**config.mk**
```make
export PLATFORM = sky130hd
export DESIGN_NAME = omtr_ctrl
export DESIGN_NICKNAME = d
export VERILOG_FILES = /design/src/rtl/omtr_pkg.sv /design/src/rtl/omtr_ctrl.sv
export SDC_FILE = /design/constraint.sdc
export NUM_CORES = 1
export LEC_CHECK = 0
export ABC_AREA = 1
export BUFFER_PORTS_ARGS = -buffer_cell sky130_fd_sc_hd__buf_2
export CAP_MARGIN = 20
export CORE_ASPECT_RATIO = 0.75
export CORE_MARGIN = 5
export CORE_UTILIZATION = 45
export CTS_CLUSTER_DIAMETER = 60
export CTS_CLUSTER_SIZE = 30
export DETAILED_ROUTE_END_ITERATION = 7
export MAX_ROUTING_LAYER = met4
export PLACE_DENSITY = 0.71
export SLEW_MARGIN = 10
export SYNTH_ARGS = -nofsm -noshare
export SYNTH_HDL_FRONTEND = slang
export SYNTH_SLANG_ARGS = --single-unit
```
**constraint.sdc**
```tcl
create_clock -name clk -period 1.7 [get_ports clk]
set_clock_uncertainty 0.1 [all_clocks]
set_input_delay 0.34 -clock clk [delete_from_list [all_inputs] [get_ports clk]]
set_output_delay 0.34 -clock clk [all_outputs]
set_load 0.01 [all_outputs]
```
**src/rtl/omtr_pkg.sv**
```systemverilog
package omtr_pkg;

	// default table geometry
	localparam int ENTRIES_PER_VAR = 64;
	localparam int POLY_TERMS = 7;
	localparam int POWER_LIMIT = 8;

	// fixed field widths
	localparam int NUM_VARS = 4;
	localparam int VAL_W = 48;
	localparam int IN_W = 32;
	localparam int EXP_W = 3;
	localparam int IN_TDATA_W = 200;
	localparam int OUT_TDATA_W = 192;

	// item kinds carried in tuser
	localparam logic FUNC_LOAD = 1'b0;
	localparam logic FUNC_EVAL = 1'b1;

	// commands from the controller to the datapath
	typedef struct packed {
		logic clr;
		logic load;
		logic eval_start;
		logic elem_start;
		logic add;
		logic mul_lo;
		logic mul_hi;
		logic mul_fin;
		logic pow_init;
		logic pow_next;
		logic pow_op;
		logic accum;
		logic publish;
	} dp_cmd_t;

	// status from the datapath to the controller
	typedef struct packed {
		logic clr_last;
		logic term_zero;
		logic pow_mode;
		logic pcnt_zero;
		logic psel_last;
		logic ent_last;
		logic var_last;
	} dp_stat_t;

endpackage

```
**src/rtl/omtr_ctrl.sv**
```systemverilog
module omtr_ctrl (
	input  logic clk,
	input  logic arst_n,
	input  logic in_valid,
	input  logic in_func,
	output logic in_ready,
	output logic out_valid,
	input  logic out_ready,
	input  omtr_pkg::dp_stat_t stat,
	output omtr_pkg::dp_cmd_t cmd
);

	typedef enum logic [13:0] {
		S_CLEAR   = 14'b00000000000001,
		S_IDLE    = 14'b00000000000010,
		S_LOAD    = 14'b00000000000100,
		S_EVAL    = 14'b00000000001000,
		S_ELEM    = 14'b00000000010000,
		S_RD      = 14'b00000000100000,
		S_ADD     = 14'b00000001000000,
		S_M1      = 14'b00000010000000,
		S_M2      = 14'b00000100000000,
		S_M3      = 14'b00001000000000,
		S_POWSET  = 14'b00010000000000,
		S_POWCHK  = 14'b00100000000000,
		S_SUM     = 14'b01000000000000,
		S_DONE    = 14'b10000000000000
	} state_t;

	state_t state_q, state_nxt;
	logic out_valid_q;

	// sequencing
	always_comb begin
		cmd = '0;
		state_nxt = state_q;
		case (state_q)
			S_CLEAR: begin
				cmd.clr = 1'b1;
				if (stat.clr_last)
					state_nxt = S_IDLE;
			end
			S_IDLE: begin
				if (in_valid)
					state_nxt = (in_func == omtr_pkg::FUNC_EVAL) ? S_EVAL : S_LOAD;
			end
			S_LOAD: begin
				cmd.load = 1'b1;
				state_nxt = S_IDLE;
			end
			S_EVAL: begin
				cmd.eval_start = 1'b1;
				state_nxt = S_ELEM;
			end
			S_ELEM: begin
				cmd.elem_start = 1'b1;
				state_nxt = S_RD;
			end
			S_RD: state_nxt = S_ADD;
			S_ADD: begin
				cmd.add = 1'b1;
				state_nxt = stat.term_zero ? S_POWSET : S_M1;
			end
			S_M1: begin
				cmd.mul_lo = 1'b1;
				state_nxt = S_M2;
			end
			S_M2: begin
				cmd.mul_hi = 1'b1;
				state_nxt = S_M3;
			end
			S_M3: begin
				cmd.mul_fin = 1'b1;
				state_nxt = stat.pow_mode ? S_POWCHK : S_RD;
			end
			S_POWSET: begin
				cmd.pow_init = 1'b1;
				state_nxt = S_POWCHK;
			end
			S_POWCHK: begin
				if (!stat.pcnt_zero) begin
					cmd.pow_op = 1'b1;
					state_nxt = S_M1;
				end else if (stat.psel_last) begin
					state_nxt = S_SUM;
				end else begin
					cmd.pow_next = 1'b1;
				end
			end
			S_SUM: begin
				cmd.accum = 1'b1;
				state_nxt = (stat.ent_last && stat.var_last) ? S_DONE : S_ELEM;
			end
			S_DONE: begin
				if (!out_valid_q || out_ready) begin
					cmd.publish = 1'b1;
					state_nxt = S_IDLE;
				end
			end
			default: state_nxt = S_IDLE;
		endcase
	end

	// state and output slot
	always_ff @(posedge clk or negedge arst_n) begin
		if (!arst_n) begin
			state_q <= S_CLEAR;
			out_valid_q <= 1'b0;
		end else begin
			state_q <= state_nxt;
			if (cmd.publish)
				out_valid_q <= 1'b1;
			else if (out_ready)
				out_valid_q <= 1'b0;
		end
	end

	assign in_ready = state_q == S_IDLE;
	assign out_valid = out_valid_q;

`ifndef NO_ASSERTIONS
	a_onehot: assert property (@(posedge clk) disable iff (!arst_n) $onehot(state_q))
		else $error("controller state not one-hot");
	a_publish_free: assert property (@(posedge clk) disable iff (!arst_n)
		cmd.publish |-> (!out_valid_q || out_ready))
		else $error("result published over an untaken one");
	a_clear_quiet: assert property (@(posedge clk) disable iff (!arst_n)
		(state_q == S_CLEAR) |-> (!out_valid_q && !in_ready))
		else $error("activity during clearing pass");
	a_load_short: assert property (@(posedge clk) disable iff (!arst_n)
		(state_q == S_LOAD) |=> (state_q == S_IDLE))
		else $error("load item took more than one cycle");
	a_publish_valid: assert property (@(posedge clk) disable iff (!arst_n)
		cmd.publish |=> out_valid_q)
		else $error("published result not shown");
`endif

endmodule

```
==> results.md <==
- Routing usage on met2: 32.77%
- N_diodes: 0
- Busiest grt layer: met2
- Pin count of the biggest net entering global routing: 16
- Skew-Pair Late Insertion Delay: 290 ps
- Synthesized flop and latch total: 15
- Root Buffer: clkbuf_4
- Fin. Hold Viols: 0
- Syn Area/Cell: 6.842 µm²
- Post-Syn Instances: 141
- Die Height: 50.10 µm
- Ports: 27
- Post-route minimum period: 2083 ps
- Detailed Route WL: 3.126 mm
- Vias/cell: 4.821
- Final setup TNS: -5083 ps
- Vias in the first global route: 1135
- Post-route DRC: 0
- Hold Path Class: input port to flop
- CTS Buf Count: 3
- Initial antenna violation count: 0
- CP max-delay cell: dfrtp_1
- Worst Tran Pin Value: 354.9 ps
- Dpl hpwl: 2.109 mm
- Syn nets: 153
- Pins Over Slew Limit: 0
- Failing checks: negative setup slack
- Clock Path Buffers: 2
- CTS Sinks: 15
- Worst slew margin: 76.34%
- Setup crit end kind: output pin
- Top fanout value on the critical path: 7
- Max-Cap Viols: 0
- Max Freq: 0.4800 GHz
- Row count: 14
- CP bufs+invs: 5
- RD Place Congestion: 0.8306
- WP data arrival: 1640 ps
- Min Hold Slack: 132.0 ps
- Starting Density: 47.48%
- Worst setup margin: -383.3 ps
- Pwr dens: 1043 mW/mm²
- Worst path required time: 1260 ps
- Critical Path Start Type: flop
- Layout Area Growth over Synthesis: 65.37%
- Yosys warning total: 0
- Leakage: 1.010 nW
- Avg WL per Cell: 13.30 µm
- Width of the chip: 63.47 µm
- DR vias: 1133
- M1 GR Usage: 21.25%
- DRT Pass-1 Iters: 4
- Final Cycle Share: 122.5%
- DRT antenna net count: 0
- Status: finished with violations
- PortBufs: 26
- Register area share after synthesis: 39.04%
- CTS clk-pin slew, worst paths: 90 ps
- Initial DRC count: 48
- H-tree depth: 1
- GRT Residual Overflow: 0
- Most frequent cells in the layout: buf_4, nand2_1, inv_1, nor2_1, buf_2
- Nets@finish: 224
- Crit path largest cell delay: 400 ps
- Gr usage total: 18.96%
- Filler cells: 136
- Library cells used by synthesis: 21
- Final setup violating endpoints: 19
- First-pass GRT wire length: 4.616 mm
- CTS tree: yes
- RSZ-0062 raised after global routing: true
- Crit path kind: flop to output pin
- M3 GR Usage: 4.091%
- Die footprint: 0.003179 mm²
- CP top delay family: buffers and inverters
- Maximum VDD drop: 899.8 µV
- CORE AREA: 0.002032 mm²
- Synth Cell Area: 964.7 µm²
- Layout cells sized above 1: 51.66%
- Most common cell after layout, fill and taps aside: buf_4
- CP cell instances: nor2_2 > buf_4 > inv_2 > nor2_4 > buf_4 > nand2_2 > inv_2 > buf_2
power by group:
part	switching, mW	leakage [nW]	internal [mW]
clock	0.116	0.0150	0.0913
sequential	0.0519	0.202	0.405
combinational	0.527	0.794	0.473
total	0.695	1.01	0.969
sequential cells by signal (all words and copies together) (netlist names):
register,count
out_valid,1
state_q,14
final timing paths:
path / from / end / slack (ps) / cells after the start
worst max register to register: state_q[12] / state_q[12] / -300 / 13
worst max-delay path: state_q[12] / in_ready / -380 / 8
worst min register to register: out_valid / out_valid / 470 / 2
max in group asynchronous: arst_n / state_q[0] / 820 / 2
worst min-delay path: out_ready / out_valid / 130 / 2
min in group asynchronous: arst_n / state_q[9] / 380 / 2
cell families after synthesis:
kind of cell           after synthesis  synth area share (%)
AND/OR/NAND/NOR                     91                 46.56
buffers and inverters               30                 11.67
flip-flops                          15                 39.04
AO/OA/AOI/OAI                        5                 2.723
through the flow:
stage	std cells	util [%]	worst slack (ps)	instance area (µm²)	total power, mW
after global routing	235	78.51	-457.0	1595	1.784
after CTS	227	72.84	-346.1	1480	1.526
after floorplan	141	-	7.154	987.2	0.9393
after global placement	212	64.22	-42.95	1305	1.233
final	235	78.51	-383.3	1595	1.664
after detailed placement	212	64.22	-104.9	1305	1.256
synthesized netlist by cell type (all sizes together):
cell     n  area (µm²)
nor3b    1       7.510
a21oi    1       5.000
nand3b   2       15.01
nor3     2       10.01
inv     30       112.6
or2      2       15.02
nand2   36       157.7
nand3    8       50.05
nand4    1       6.260
nor2    38       181.4
dfstp    1       26.28
o21ai    3       15.01
and3     1       6.260
dfrtp   14       350.3
o22ai    1       6.260
worst reg2reg max path: cells and delay by family, from the launching register on:
family	cells	cell delay (ps)
and+or+nand+nor	7	790
buffers and inverters	6	650
DFF	1	400
area by class of cell:
class | count | area (µm²) | share of cell area (%)
Multi-Input combinational cell | 96 | 573.1 | 35.92
Timing Repair Buffer | 66 | 476.7 | 29.88
Sequential cell | 15 | 376.6 | 23.61
Inverter | 30 | 112.6 | 7.059
Tap cell | 24 | 30.03 | 1.882
Clock buffer | 4 | 26.28 | 1.647
layer usage:
metal / part of all wire [%] / vias to the layer above / wire, µm
li1: - / 560 / -
met1: 42 / 532 / 1307
met2: 52 / 32 / 1628
met3: 4.1 / 9 / 129
met4: 2.0 / 0 / 61
met5: 0 / - / 0
timing repair:
item,CTS,global route
endpoints found under the hold margin,14,0
pin swaps,10,13
setup buffers,11,10
endpoints found under the setup margin,18,19
hold buffers,1,0
gates resized for setup,20,17
Note: power is estimated with default switching activity, not from simulation.
